===== config.mk =====
export PLATFORM = sky130hd
export DESIGN_NAME = header_length_tail_deframer
export DESIGN_NICKNAME = d
export VERILOG_FILES = /design/src/hltd_pkg.sv /design/src/header_length_tail_deframer.sv /design/src/hltd_regs.sv /design/src/hltd_core.sv
export VERILOG_INCLUDE_DIRS = /design/src /design/src/src
export SDC_FILE = /design/constraint.sdc
export NUM_CORES = 1
export LEC_CHECK = 0
export BUFFER_PORTS_ARGS = -buffer_cell sky130_fd_sc_hd__buf_4
export CAP_MARGIN = 0
export CORE_MARGIN = 2
export CORE_UTILIZATION = 53
export DETAILED_ROUTE_END_ITERATION = 16
export PLACE_DENSITY = 0.81
export SLEW_MARGIN = 20
export SYNTH_ARGS = -nofsm -noshare
export SYNTH_HDL_FRONTEND = slang
export SYNTH_SLANG_ARGS = --single-unit
export TNS_END_PERCENT = 50

===== constraint.sdc =====
create_clock -name clk -period 3.64 [get_ports clk]
set_clock_uncertainty 0.1 [all_clocks]
set_input_delay 0.546 -clock clk [delete_from_list [all_inputs] [get_ports clk]]
set_output_delay 0.546 -clock clk [all_outputs]
set_load 0.01 [all_outputs]

===== src/header_length_tail_deframer_macros.svh =====
// Assertion macros used by the deframer core.
// Each one expects a clock named clk and an active-low reset named rst_n in scope.
`ifndef HEADER_LENGTH_TAIL_DEFRAMER_MACROS_SVH
`define HEADER_LENGTH_TAIL_DEFRAMER_MACROS_SVH

// Same-cycle implication, checked outside reset.
`define HLTD_ASSERT_NOW(lbl, ante, cons, msg) \
  lbl: assert property (@(posedge clk) disable iff (!rst_n) (ante) |-> (cons)) \
    else $error(msg);

// Next-cycle implication, checked outside reset.
`define HLTD_ASSERT_NEXT(lbl, ante, cons, msg) \
  lbl: assert property (@(posedge clk) disable iff (!rst_n) (ante) |=> (cons)) \
    else $error(msg);

`endif


===== src/hltd_pkg.sv =====
package hltd_pkg;

  // Frame layout: sync header, then a little-endian length, then info and tail
  localparam int unsigned HDR_BYTES  = 4;
  localparam int unsigned LEN_BYTES  = 2;
  localparam int unsigned BODY_START = HDR_BYTES + LEN_BYTES;
  localparam int unsigned BYTE_W     = 8;

  // Widths
  localparam int unsigned POS_W   = 17;
  localparam int unsigned LEN_W   = 16;
  localparam int unsigned ADDR_W  = 5;
  localparam int unsigned DATA_W  = 32;
  localparam int unsigned OUT_W   = 40;

  // Register indexes (byte address 4*i)
  localparam logic [2:0] REG_SYNC_PATTERN  = 3'd0;
  localparam logic [2:0] REG_TAIL_VALUE    = 3'd1;
  localparam logic [2:0] REG_MAX_INFO_LEN  = 3'd2;
  localparam logic [2:0] REG_MIN_INFO_LEN  = 3'd3;
  localparam logic [2:0] REG_HEAD_INFO_LEN = 3'd4;

  // Result kinds
  typedef enum logic [1:0] {
    EV_INFO     = 2'd0,
    EV_GOOD     = 2'd1,
    EV_BAD_TAIL = 2'd2
  } event_kind_t;

  // Configuration as seen by the parser
  typedef struct packed {
    logic [31:0]      sync_pattern;
    logic [7:0]       tail_value;
    logic [LEN_W-1:0] max_info_len;
    logic [LEN_W-1:0] min_info_len;
    logic [LEN_W-1:0] head_info_len;
  } cfg_t;

endpackage


===== src/header_length_tail_deframer.sv =====
// Each byte passes an input register and a result register, with the header/length/tail
// compare and the position counter update between them. Throughput: one byte per cycle
// while results are taken; a stalled result holds the input byte and stalls the input.
// Header, length and non-emitting bytes produce no result transfer.
// Reset (rst_n low, synchronous): parser hunts for the header, both stages empty,
// registers return to sync 0, tail 0, max 65535, min 1, head info 0.
module header_length_tail_deframer
  import hltd_pkg::*;
(
  input  logic              clk,
  input  logic              rst_n,
  // Configuration port
  input  logic              cfg_psel,
  input  logic              cfg_penable,
  input  logic              cfg_pwrite,
  input  logic [ADDR_W-1:0] cfg_paddr,
  input  logic [DATA_W-1:0] cfg_pwdata,
  output logic [DATA_W-1:0] cfg_prdata,
  output logic              cfg_pready,
  // Byte stream in
  input  logic              in_tvalid,
  output logic              in_tready,
  input  logic [7:0]        in_tdata,   // rx_byte[7:0]
  // Events out
  output logic              out_tvalid,
  input  logic              out_tready,
  output logic [OUT_W-1:0]  out_tdata,  // info_byte[7:0], info_index[23:8], payload_len[39:24]
  output logic [1:0]        out_tuser   // event_kind[1:0]
);

  cfg_t cfg;

  hltd_regs u_regs (
    .clk         (clk),
    .rst_n       (rst_n),
    .cfg_psel    (cfg_psel),
    .cfg_penable (cfg_penable),
    .cfg_pwrite  (cfg_pwrite),
    .cfg_paddr   (cfg_paddr),
    .cfg_pwdata  (cfg_pwdata),
    .cfg_prdata  (cfg_prdata),
    .cfg_pready  (cfg_pready),
    .cfg         (cfg)
  );

  hltd_core u_core (
    .clk        (clk),
    .rst_n      (rst_n),
    .cfg        (cfg),
    .in_tvalid  (in_tvalid),
    .in_tready  (in_tready),
    .in_tdata   (in_tdata),
    .out_tvalid (out_tvalid),
    .out_tready (out_tready),
    .out_tdata  (out_tdata),
    .out_tuser  (out_tuser)
  );

endmodule


===== src/hltd_regs.sv =====
module hltd_regs
  import hltd_pkg::*;
(
  input  logic              clk,
  input  logic              rst_n,
  input  logic              cfg_psel,
  input  logic              cfg_penable,
  input  logic              cfg_pwrite,
  input  logic [ADDR_W-1:0] cfg_paddr,
  input  logic [DATA_W-1:0] cfg_pwdata,
  output logic [DATA_W-1:0] cfg_prdata,
  output logic              cfg_pready,
  output cfg_t              cfg
);

  cfg_t       cfg_r;
  logic       wr_en;
  logic [2:0] reg_idx;

  assign cfg_pready = 1'b1;
  assign wr_en      = cfg_psel & cfg_penable & cfg_pwrite & cfg_pready;
  assign reg_idx    = cfg_paddr[4:2];
  assign cfg        = cfg_r;

  // Write the addressed register on the access cycle
  always_ff @(posedge clk) begin
    if (!rst_n) begin
      cfg_r.sync_pattern  <= '0;
      cfg_r.tail_value    <= '0;
      cfg_r.max_info_len  <= 16'hFFFF;
      cfg_r.min_info_len  <= 16'd1;
      cfg_r.head_info_len <= '0;
    end else if (wr_en) begin
      unique case (reg_idx)
        REG_SYNC_PATTERN:  cfg_r.sync_pattern  <= cfg_pwdata;
        REG_TAIL_VALUE:    cfg_r.tail_value    <= cfg_pwdata[7:0];
        REG_MAX_INFO_LEN:  cfg_r.max_info_len  <= cfg_pwdata[LEN_W-1:0];
        REG_MIN_INFO_LEN:  cfg_r.min_info_len  <= cfg_pwdata[LEN_W-1:0];
        REG_HEAD_INFO_LEN: cfg_r.head_info_len <= cfg_pwdata[LEN_W-1:0];
        default: ;
      endcase
    end
  end

  // Read back the addressed register
  always_comb begin
    unique case (reg_idx)
      REG_SYNC_PATTERN:  cfg_prdata = cfg_r.sync_pattern;
      REG_TAIL_VALUE:    cfg_prdata = {24'd0, cfg_r.tail_value};
      REG_MAX_INFO_LEN:  cfg_prdata = {16'd0, cfg_r.max_info_len};
      REG_MIN_INFO_LEN:  cfg_prdata = {16'd0, cfg_r.min_info_len};
      REG_HEAD_INFO_LEN: cfg_prdata = {16'd0, cfg_r.head_info_len};
      default:           cfg_prdata = '0;
    endcase
  end

endmodule


===== src/hltd_core.sv =====
`include "header_length_tail_deframer_macros.svh"

module hltd_core
  import hltd_pkg::*;
(
  input  logic             clk,
  input  logic             rst_n,
  input  cfg_t             cfg,
  input  logic             in_tvalid,
  output logic             in_tready,
  input  logic [7:0]       in_tdata,   // rx_byte
  output logic             out_tvalid,
  input  logic             out_tready,
  output logic [OUT_W-1:0] out_tdata,  // info_byte[7:0], info_index[23:8], payload_len[39:24]
  output logic [1:0]       out_tuser   // event_kind[1:0]
);

  // Input stage
  logic             in_v_r;
  logic [7:0]       in_byte_r;
  // Parser state
  logic [POS_W-1:0] pos_r, pos_nxt;
  logic [LEN_W-1:0] len_r, len_nxt;
  // Result stage
  logic             out_v_r;
  event_kind_t      kind_r;
  logic [7:0]       byte_r;
  logic [LEN_W-1:0] index_r;
  logic [LEN_W-1:0] plen_r;

  logic             proc_go;
  logic             emit;
  event_kind_t      ev_kind;
  logic [7:0]       ev_byte;
  logic [LEN_W-1:0] ev_index;
  logic [LEN_W-1:0] ev_plen;
  logic [LEN_W-1:0] len_cand;
  logic [POS_W-1:0] tail_pos;
  logic [POS_W-1:0] idx_full;
  logic [LEN_W-1:0] body_len;
  logic [7:0]       want;

  // Process the held byte whenever the result register can take a result
  assign proc_go   = in_v_r & (~out_v_r | out_tready);
  assign in_tready = ~in_v_r | proc_go;

  assign len_cand = {in_byte_r, len_r[7:0]};
  assign tail_pos = {1'b0, len_r} + POS_W'(BODY_START - 1);
  assign idx_full = pos_r - POS_W'(BODY_START);
  assign body_len = len_r - LEN_W'(1);
  assign want     = cfg.sync_pattern[{pos_r[1:0], 3'b000} +: BYTE_W];

  // Parse one byte: header hunt, length, info bytes, tail check
  always_comb begin
    pos_nxt  = pos_r;
    len_nxt  = len_r;
    emit     = 1'b0;
    ev_kind  = EV_INFO;
    ev_byte  = in_byte_r;
    ev_index = idx_full[LEN_W-1:0];
    ev_plen  = '0;
    if (pos_r < POS_W'(HDR_BYTES)) begin
      pos_nxt = (in_byte_r == want) ? pos_r + POS_W'(1) : '0;
    end else if (pos_r == POS_W'(HDR_BYTES)) begin
      len_nxt = {8'd0, in_byte_r};
      pos_nxt = POS_W'(HDR_BYTES + 1);
    end else if (pos_r == POS_W'(HDR_BYTES + 1)) begin
      len_nxt = len_cand;
      if (len_cand == '0 || len_cand > cfg.max_info_len || len_cand < cfg.min_info_len) begin
        pos_nxt = '0;
      end else begin
        pos_nxt = POS_W'(BODY_START);
      end
    end else if (pos_r >= tail_pos) begin
      pos_nxt  = '0;
      emit     = 1'b1;
      ev_byte  = '0;
      ev_index = '0;
      if (in_byte_r != cfg.tail_value) begin
        ev_kind = EV_BAD_TAIL;
      end else begin
        ev_kind = EV_GOOD;
        ev_plen = (body_len > cfg.head_info_len) ? body_len - cfg.head_info_len : '0;
      end
    end else begin
      emit    = 1'b1;
      pos_nxt = pos_r + POS_W'(1);
    end
  end

  // Input register: load on transfer, drop once processed
  always_ff @(posedge clk) begin
    if (!rst_n) begin
      in_v_r <= 1'b0;
    end else if (in_tready) begin
      in_v_r <= in_tvalid;
    end
  end

  always_ff @(posedge clk) begin
    if (in_tvalid && in_tready) begin
      in_byte_r <= in_tdata;
    end
  end

  // Advance parser state
  always_ff @(posedge clk) begin
    if (!rst_n) begin
      pos_r <= '0;
      len_r <= '0;
    end else if (proc_go) begin
      pos_r <= pos_nxt;
      len_r <= len_nxt;
    end
  end

  // Result register: hold until transferred
  always_ff @(posedge clk) begin
    if (!rst_n) begin
      out_v_r <= 1'b0;
    end else if (proc_go) begin
      out_v_r <= emit;
    end else if (out_tready) begin
      out_v_r <= 1'b0;
    end
  end

  always_ff @(posedge clk) begin
    if (proc_go && emit) begin
      kind_r  <= ev_kind;
      byte_r  <= ev_byte;
      index_r <= ev_index;
      plen_r  <= ev_plen;
    end
  end

  assign out_tvalid = out_v_r;
  assign out_tdata  = {plen_r, index_r, byte_r};
  assign out_tuser  = kind_r;

  `HLTD_ASSERT_NOW(a_pos_within_frame, pos_r >= POS_W'(BODY_START), pos_r <= tail_pos, "frame position passed the tail")
  `HLTD_ASSERT_NEXT(a_tail_rehunts, proc_go && pos_r >= POS_W'(BODY_START) && pos_r >= tail_pos, pos_r == '0 && out_v_r, "tail byte did not end the frame")
  `HLTD_ASSERT_NEXT(a_input_held, in_v_r && !proc_go, in_v_r && $stable(in_byte_r), "held byte lost while stalled")

endmodule


==> results of run 1 <==
==> path summary, 6_finish.rpt <==
| kind | to | slack, ps | cells after the start |
|---|---|---|---|
| hold / removal | u_core.in_byte_r[2] | 180 | 1 |
| setup / recovery | u_core.plen_r[12] | 270 | 14 |
| hold reg to reg | u_regs.cfg[87] | 380 | 2 |
| setup reg to reg | u_core.plen_r[12] | 270 | 14 |
==> cell families (layout without fill, tap and decap cells) <==
logic type | after synthesis | after routing | synth area share (%)
AO/OA/AOI/OAI | 244 | 244 | 16.3
XOR/XNOR | 78 | 78 | 6.64
adder cells (fa/ha/maj) | 73 | 73 | 8.95
buffers and inverters | 130 | 251 | 5.06
flip-flops | 173 | 173 | 38.5
multiplexers | 26 | 26 | 3.51
other | 1 | 1 | 0.0364
AND/OR/NAND/NOR | 456 | 456 | 21.0
==> worst register-to-register path, stage by stage (launching register included) <==
cell and delay [ps]:
dfxtp_1 410, and3_1 240, nand3_2 180, nor2_4 180, nand3_1 100, xor2_1 170
ha_1 320, nand4_1 150, nor4_2 290, a211oi_2 150, a21oi_2 220, and3_4 230
nand3_2 150, buf_4 220, nor2_1 120
==> per-stage QoR <==
stage	hold slack, ps	utilization (%)	area (µm²)	total power, mW	std cells
global route	169	64.5	12200	4.20	1562
detailed placement	368	61.0	11500	2.31	1530
floorplan	349	-	10300	2.18	1181
CTS	168	64.1	12100	4.09	1562
global placement	363	61.0	11500	2.30	1530
finish	176	64.5	12200	4.09	1562
==> timing repair <==
action,in CTS,in global routing
endpoints found under the hold margin,0,0
gates resized for setup,0,21
setup endpoints to repair,0,56
hold buffers,0,0
==> per-layer routing <==
layer / GRT usage [%] / vias to the layer above / routed length (µm)
li1: - / 4325 / -
met1: 36.5 / 4137 / 12100
met2: 42.6 / 421 / 12400
met3: 5.76 / 71 / 2130
met4: 13.4 / 0 / 1220
met5: 0 / - / 0
==> flip-flops by register name, summed over array words and instances (netlist names) <==
name / cells
u_regs.cfg: 88
u_core.pos_r: 17
u_core.index_r: 16
u_core.len_r: 16
u_core.plen_r: 16
u_core.byte_r: 8
u_core.in_byte_r: 8
u_core.out_tuser: 2
u_core.in_v_r: 1
u_core.out_tvalid: 1
==> cell type report <==
class | instances | area [µm²]
Multi-Input combinational cell | 878 | 5890
Clock inverter | 13 | 126
Fill cell | 1573 | 6710
Sequential cell | 173 | 3970
Timing Repair Buffer | 158 | 1190
Tap cell | 260 | 325
Clock buffer | 19 | 454
Inverter | 61 | 229
==> report_power, final <==
part           internal [mW]  leakage, nW  switching (mW)
clock                  0.998        0.279           0.819
sequential              1.99         1.41          0.0201
combinational          0.113         3.03           0.151
==> synth_stat cells (3+ instances only) <==
library cell  instances  area share, %
nand2_1             200            7.3
dfxtp_1             123             24
nor2_1               83            3.0
a21boi_0             74            5.4
ha_1                 72            8.8
inv_1                61            2.2
clkbuf_1             57            2.1
edfxtp_1             50             15
a21oi_1              42            2.0
xnor2_1              41            3.5
xor2_1               37            3.1
o21ai_0              35            1.7
nor2b_1              33            2.0
nand3_1              29            1.4
a22oi_1              25            1.8
and2_1               21            1.3
nor3_1               20           0.97
mux2i_1              17            1.7
nand4_1              17            1.0
o211ai_1             16            1.2
and3_1               10           0.61
nor4_1               10           0.61
mux4_2                8            1.8
o22ai_1               8           0.49
nand2b_1              7           0.43
o21a_1                7           0.51
a21o_1                6           0.44
buf_2                 5           0.24
a211oi_1              4           0.29
nand3b_1              4           0.29
a31oi_1               3           0.18
buf_1                 3           0.11
buf_6                 3           0.33
o31ai_1               3           0.22
==> metrics.csv, run 1 <==
stage,metric,value,unit
setup_path,r2r_start,u_core.len_r[4],
final_layout,syn_to_final_growth,18.4,%
placement,place_congestion,0.928,
cts,clkTransAtPathRegs,70,ps
power_and_ir_drop,p_leak,4.73,nW
sta,fin_crit,3370,ps
synthesis,syn_nets,1306,
setup_path,critPathMaxFanout,12,
detailed_routing,dr_total_vias,8954,
sta,tightest_slew,1070,ps
placement,dp_slack,111,ps
detailed_routing,wirelength,27800,µm
cts,worstSkewPairLatency,440,ps
sta,max_slew_margin,28.5,%
final_layout,drive_gt1_share,17.7,%
synthesis,ys_seq_elements,173,
cts,cts_buffer_depth,2,
placement,dp_hpwl,20300,µm
run,maxCapViolCount,0,
synthesis,async_flop_share,0,%
floorplanning,fp-row-count,50,
sta,hold_violations,0,
sta,setup_slack,267,ps
synthesis,ys_warn_count,0,
setup_path,crit_arrival,3570,ps
power_and_ir_drop,peakVddDrop,0.370,mV
synthesis,synthCells,1181,
global_routing,grt_pass1_vias,8427,
detailed_routing,antenna_left,0,
setup_path,crit_top_cell,nand3_2,
setup_path,crit_chain,and3_1 > nand3_2 > nor2_4 > nand3_1 > xor2_1 > ha_1 > nand4_1 > nor4_2 > a211oi_2 > a21oi_2 > and3_4 > nand3_2 > buf_4 > nor2_1,
global_routing,grt_antenna_before_repair,0,
final_layout,mostFrequentLayoutCells,"nand2_1 (200), buf_4 (158), dfxtp_1 (117)",
cts,cts_setup_buffers,0,
global_routing,grt_overflow,0,
global_routing,grt_max_degree,111,
global_routing,track_usage,27.4,%
synthesis,netlist_area,10300,µm²
cts,numCtsBuffers,17,
setup_path,critical_path_class,reg -> reg,
floorplanning,die_x,143,µm
placement,io_buffers,125,
detailed_routing,detail_route.wl_per_cell,17.8,µm
setup_path,cpPeakStageDelay,410,ps
final_layout,antennaDiodeCount,0,
setup_path,cp_top_family,simple AND/OR/NAND/NOR gates,
setup_path,cp.required,3840,ps
power_and_ir_drop,powerDensity,336,nW/µm²
global_routing,grt_pass1_wl,43800,µm
synthesis,synth_edf_count,50,
setup_path,end_kind,flop,
sta,setup_tns,0,ps
floorplanning,core,18900,µm²
floorplanning,start_util,54.5,%
detailed_routing,dr.pass1.iters,5,
setup_path,crit_buf_inv,1,
sta,finalCritPeriodShare,92.7,%
final_layout,nets,1414,
setup_path,crit_slowest_cell,dfxtp_1,
synthesis,ys_types,71,
setup_path,worstSetupStartpoint,u_core.len_r[4],
final_layout,final_common_cell,nand2_1,
synthesis,ys_seq_area_share,38.5,%
sta,rsz0062_at_grt,false,
floorplanning,io_pins,129,
sta,setup_viol,0,
hold_path,hp-start,in_tdata[2],
status,status,finished clean,
floorplanning,dieArea,20500,µm²
cts,htree_levels,4,
sta,clock.fmax,296,MHz
synthesis,yosys_most_used_dff,dfxtp_1,
sta,drv_slew,0,
detailed_routing,via_per_inst,5.73,
cts,cts_tree,built,
synthesis,syn_area_per_cell,8.71,µm²
detailed_routing,drt_iter0_markers,757,
setup_path,start_kind,flop,
cts,root_buffer,clkbuf_16,
floorplanning,fp.dieH,143,µm
detailed_routing,drc,0,
hold_path,hold_path.class,in -> reg,
cts,cts.sinks,173,
(Power assumes the default switching activity.)
==> run 2, diff against run 1 <==
--- a/config.mk
+++ b/config.mk
@@ -9,9 +9,9 @@
 export BUFFER_PORTS_ARGS = -buffer_cell sky130_fd_sc_hd__buf_4
 export CAP_MARGIN = 0
 export CORE_MARGIN = 2
-export CORE_UTILIZATION = 53
+export CORE_UTILIZATION = 59
 export DETAILED_ROUTE_END_ITERATION = 16
-export PLACE_DENSITY = 0.81
+export PLACE_DENSITY_LB_ADDON = 0.05
 export SLEW_MARGIN = 20
 export SYNTH_ARGS = -nofsm -noshare
 export SYNTH_HDL_FRONTEND = slang
==> constraint.sdc (replaced) <==
create_clock -name clk -period 3.81 [get_ports clk]
set_clock_uncertainty 0.1 [all_clocks]
set_input_delay 0.5715 -clock clk [delete_from_list [all_inputs] [get_ports clk]]
set_output_delay 0.5715 -clock clk [all_outputs]
set_load 0.01 [all_outputs]
==> run 2 against run 1 <==
  * Count of clock-buffer cells in the layout up 2
  * Sequential cell count unchanged
  * Cell count down 2.8%
  * Critical endpoint is now u_core.plen_r[14]
  * Largest power group unchanged
  * Highest routed layer unchanged
==> metrics.csv, run 2 (synthesized netlist as in run 1, its figures left out) <==
stage,metric,value,unit
power_and_ir_drop,peakVddDrop,0.322,mV
final_layout,fillerInstances,1476,
global_routing,track_usage,29.9,%
detailed_routing,drc,0,
cts,cts.sinks,173,
run,maxCapViolCount,0,
placement,place_congestion,0.912,
cts,numCtsBuffers,17,
final_layout,largest_reg_flops,88,
sta,setup_tns,0,ps
cts,cts_buffer_depth,2,
sta,setup_slack,295,ps
setup_path,end_kind,flop,
cts,worstSkewPairLatency,440,ps
placement,dp_slack,217,ps
setup_path,start_kind,flop,
power_and_ir_drop,p_sw,0.906,mW
setup_path,critPathMaxFanout,9,
detailed_routing,wirelength,27400,µm
final_layout,syn_to_final_growth,16.5,%
power_and_ir_drop,powerDensity,316,nW/µm²
sta,whs,211,ps
sta,tightest_slew,1070,ps
sta,rsz0062_at_grt,false,
global_routing,grt_antenna_before_repair,0,
floorplanning,core,17200,µm²
global_routing,grt_pass1_vias,8075,
cts,cts_tree,built,
floorplanning,fp.dieH,136,µm
sta,max_slew_margin,28.3,%
final_layout,drive_gt1_share,16.0,%
setup_path,reg2reg_setup_slack,290,ps
detailed_routing,detail_route.wl_per_cell,18.1,µm
detailed_routing,drt_iter0_markers,688,
setup_path,crit_chain,and3_1 > nand3_1 > nor2_2 > nand4_1 > xor2_1 > ha_1 > nand4_1 > nor4_1 > a211oi_1 > a21oi_2 > and3_1 > nand3_4 > buf_4 > nor2_1,
detailed_routing,antenna_left,0,
floorplanning,start_util,59.9,%
status,status,finished clean,
final_layout,antennaDiodeCount,0,
final_layout,mostFrequentLayoutCells,"nand2_1 (200), buf_4 (150), dfxtp_1 (122)",
setup_path,critical_path_class,reg -> reg,
power_and_ir_drop,power_frac_comb,6.2,%
sta,hold_violations,0,
sta,drv_slew,0,
detailed_routing,via_per_inst,5.78,
cts,clkTransAtPathRegs,60,ps
final_layout,nets,1406,
setup_path,crit_arrival,3710,ps
power_and_ir_drop,p_int,2.89,mW
power_and_ir_drop,switching_share,23.9,%
placement,io_buffers,125,
cts,htree_levels,4,
global_routing,grt_max_degree,111,
sta,setup_viol,0,
power_and_ir_drop,power.share.sequential,50.8,%
global_routing,grt_pass1_wl,42700,µm
floorplanning,dieArea,18500,µm²
sta,finalCritPeriodShare,92.3,%
hold_path,hold_path.class,in -> reg,
floorplanning,io_pins,129,
power_and_ir_drop,clockPowerShare,42.9,%
floorplanning,fp-row-count,48,
power_and_ir_drop,p_leak,4.65,nW
sta,clock.fmax,284,MHz
sta,fin_crit,3520,ps
setup_path,crit_slowest_cell,dfxtp_1,
final_layout,final_util,69.8,%
cts,postCtsHoldBufs,0,
cts,root_buffer,clkbuf_16,
setup_path,cpPeakStageDelay,440,ps
setup_path,cp.required,4000,ps
global_routing,grt_overflow,0,
power_and_ir_drop,finalPower,3.79,mW
detailed_routing,dr.pass1.iters,6,
final_layout,final_common_cell,nand2_1,
placement,dp_hpwl,20100,µm
floorplanning,die_x,136,µm
detailed_routing,dr_total_vias,8776,
run 2: changes by cell type in the layout (fill, tap and decap cells not counted), sizes merged:
cell | before | now
inv | 68 | 62
clkinvlp | 3 | 4
bufinv | 1 | 0
clkinv | 2 | 6
buf | 158 | 150
clkbuf | 19 | 21
run 2: routing by layer:
metal  GRT usage, %  wire [µm]  up-vias
met1           41.4      12200     4110
met5              0          0        -
li1               -          -     4300
met3           4.74       1760       52
met2           46.9      12600      314
met4           11.8        932        0
run 2: layout make-up:
type | instances | area [µm²] | share of cell area (%)
timing repair buffer | 150 | 1130 | 9.40
sequential | 173 | 3970 | 33.1
clock buffer | 21 | 472 | 3.94
multi-input combinational | 878 | 5840 | 48.8
tap | 225 | 282 | 2.35
inverter | 61 | 229 | 1.91
clock inverter | 11 | 67.6 | 0.564
run 2: metrics by stage:
step	instance area (µm²)	cells
after CTS	12000	1519
final	12000	1519
after global routing	12000	1519
after floorplan	10300	1181
after detailed placement	11400	1487
after global placement	11400	1487
run 2: path summary, 6_finish.rpt:
path,startpoint,end,depth (start not counted)
setup / recovery,u_core.len_r[3],u_core.plen_r[14],14
hold / removal,in_tdata[6],u_core.in_byte_r[6],1
setup reg to reg,u_core.len_r[3],u_core.plen_r[14],14
hold reg to reg,u_regs.cfg[81],u_regs.cfg[81],2
run 2: timing repair:
item                                    CTS  global route
buffers inserted                          0             0
endpoints found under the setup margin    0            12
resized for setup                         0             5
run 2: power groups by stage:
stage	Sequential [mW]	Combinational (mW)	Clock, mW
after floorplan	1.95	0.131	0
after global placement	1.97	0.230	0
after detailed placement	1.97	0.232	0
after CTS	1.93	0.233	1.63
after global routing	1.93	0.255	1.70
final	1.93	0.237	1.63
run 2: critical path, delay by kind of cell, from the launching register on:
kind	cells	cell delay, ps
xor+xnor	1	180
compound gates	2	440
fa+ha+maj	1	280
simple gates	9	1740
buf+inv	1	200
flops	1	440
==> run 3, diff against run 2 <==
--- a/config.mk
+++ b/config.mk
@@ -12,6 +12,7 @@
 export CORE_UTILIZATION = 59
 export DETAILED_ROUTE_END_ITERATION = 16
 export PLACE_DENSITY_LB_ADDON = 0.05
+export REMOVE_ABC_BUFFERS = 1
 export SLEW_MARGIN = 20
 export SYNTH_ARGS = -nofsm -noshare
 export SYNTH_HDL_FRONTEND = slang
==> run 3 against run 2 <==
  * Routed wire length decreased by 2.8%
  * Non-clock buffer count stayed put
  * Count of clock-buffer cells in the layout grew 1
  * Critical path type unchanged
==> metrics.csv, run 3 (synthesized netlist as in run 1, its figures left out) <==
stage,metric,value,unit
cts,root_buffer,clkbuf_16,
placement,place_congestion,0.870,
floorplanning,io_pins,129,
power_and_ir_drop,p_leak,4.70,nW
global_routing,grt_antenna_before_repair,0,
cts,cts.sinks,173,
sta,drv_slew,0,
setup_path,crit_arrival,3760,ps
run,maxCapViolCount,0,
sta,finalCritPeriodShare,93.6,%
setup_path,cpPeakStageDelay,480,ps
setup_path,reg2reg_setup_slack,240,ps
cts,worstSkewPairLatency,430,ps
sta,rsz0062_at_grt,false,
sta,setup_viol,0,
setup_path,crit_slowest_cell,dfxtp_1,
sta,whs,212,ps
final_layout,largest_reg_flops,88,
sta,fin_crit,3570,ps
global_routing,grt_pass1_vias,8144,
sta,setup_slack,242,ps
detailed_routing,dr.pass1.iters,5,
power_and_ir_drop,peakVddDrop,0.296,mV
setup_path,r2r_cells,14,
setup_path,worstSetupStartpoint,u_core.len_r[1],
final_layout,mostFrequentLayoutCells,"nand2_1 (200), buf_4 (150), dfxtp_1 (123)",
sta,max_slew_margin,31.5,%
cts,htree_levels,4,
detailed_routing,drc,0,
setup_path,crit_end,u_core.plen_r[4],
floorplanning,fp-row-count,48,
placement,io_buffers,125,
power_and_ir_drop,powerDensity,328,nW/µm²
placement,dp_slack,264,ps
final_layout,fin_cells,1519,
detailed_routing,detail_route.wl_per_cell,17.6,µm
global_routing,grt_max_degree,111,
cts,cts_tree,built,
setup_path,critPathMaxFanout,11,
cts,clkTransAtPathRegs,70,ps
setup_path,r2r_start,u_core.len_r[1],
final_layout,final_common_cell,nand2_1,
global_routing,grt_use_met1,38.7,%
setup_path,critical_path_class,reg -> reg,
global_routing,grt_util_met3,4.96,%
cts,cts_buffer_depth,2,
hold_path,hold_path.class,in -> reg,
setup_path,crit_chain,ha_1 > nor2_1 > nor2_1 > nand3_1 > xor2_1 > ha_1 > nand4_1 > nor4_1 > a211oi_1 > a21oi_2 > and3_1 > nand3_2 > buf_4 > nor2_1,
setup_path,end_kind,flop,
setup_path,cp.required,4010,ps
final_layout,syn_to_final_growth,17.1,%
final_layout,nets,1406,
final_layout,antennaDiodeCount,0,
detailed_routing,drt_iter0_markers,720,
detailed_routing,dr_total_vias,8836,
status,status,finished clean,
detailed_routing,wirelength,26700,µm
detailed_routing,antenna_left,0,
setup_path,crit_top_cell,nor2_1,
global_routing,grt_pass1_wl,42000,µm
floorplanning,fp.dieH,136,µm
setup_path,start_kind,flop,
floorplanning,die_x,136,µm
setup_path,reg2reg_to,u_core.plen_r[4],
placement,dp_hpwl,19200,µm
sta,tightest_slew,1030,ps
placement,place_inst,1487,
detailed_routing,via_per_inst,5.82,
final_layout,fillerInstances,1416,
floorplanning,dieArea,18500,µm²
global_routing,grt_overflow,0,
sta,clock.fmax,280,MHz
global_routing,met2_usage,47.7,%
floorplanning,core,17200,µm²
global_routing,grt-busiest-layer,met2,
global_routing,track_usage,29.0,%
cts,cts_setup_buffers,0,
cts,numCtsBuffers,17,
sta,hold_violations,0,
final_layout,drive_gt1_share,16.2,%
floorplanning,start_util,59.9,%
[run 3: changes by cell type in the layout (fill, tap and decap cells not counted), moves of 2 or more]
cell	delta
clkbuf_16	+2
clkinv_1	-2
clkinv_4	+4
clkinvlp_4	-3
[run 3: how the worst min path moves through the flow]
stage                    from                  end  slack [ps]  cells after the start
2_1_floorplan  u_regs.cfg[72]       u_regs.cfg[72]         350                      2
3_3_place_gp   u_regs.cfg[75]       u_regs.cfg[75]         360                      2
3_5_place_dp   u_regs.cfg[81]       u_regs.cfg[81]         370                      2
4_1_cts           in_tdata[5]  u_core.in_byte_r[5]         210                      1
5_1_grt           in_tdata[3]  u_core.in_byte_r[3]         210                      1
6_report          in_tdata[5]  u_core.in_byte_r[5]         210                      1
[run 3: metal layers]
metal  routed length [µm]  part of all wire [%]
met5                    0                     0
met4                  640                   2.4
met3                 1670                   6.3
met2                12700                    48
met1                11700                    44
[run 3: worst max-delay path, delay by kind of cell (launching register included)]
kind | cells | cell delay (ps)
compound gates | 2 | 430
flops | 1 | 480
xor+xnor | 1 | 170
fa+ha+maj | 2 | 600
simple gates | 8 | 1420
buf+inv | 1 | 230
[run 3: timing repair]
| action | in CTS | in global routing |
|---|---|---|
| gates resized for setup | 0 | 5 |
| endpoints found under the setup margin | 0 | 10 |
| hold buffers | 0 | 0 |
[run 3: area by class of cell]
cell class / instances / area [µm²] / share of cell area (%)
inverter: 61 / 229 / 1.90
clock buffer: 22 / 518 / 4.30
clock inverter: 10 / 100 / 0.830
timing repair buffer: 150 / 1130 / 9.34
sequential: 173 / 3960 / 32.9
multi-input combinational: 878 / 5830 / 48.4
tap: 225 / 282 / 2.34
[run 3: power breakdown]
group	leakage (nW)	switching (mW)	internal, mW
sequential	1.41	0.0256	1.90
clock	0.302	0.757	1.04
combinational	2.99	0.131	0.104
total	4.70	0.914	3.04
[run 3: per-stage QoR]
stage	power (mW)	util (%)	setup TNS (ps)	cell area [µm²]
global route	4.06	70.2	0	12100
detailed placement	2.20	66.5	0	11400
global placement	2.19	66.5	0	11400
CTS	3.97	70.1	0	12000
finish	3.96	70.2	0	12100
floorplan	2.06	-	-5660	10000
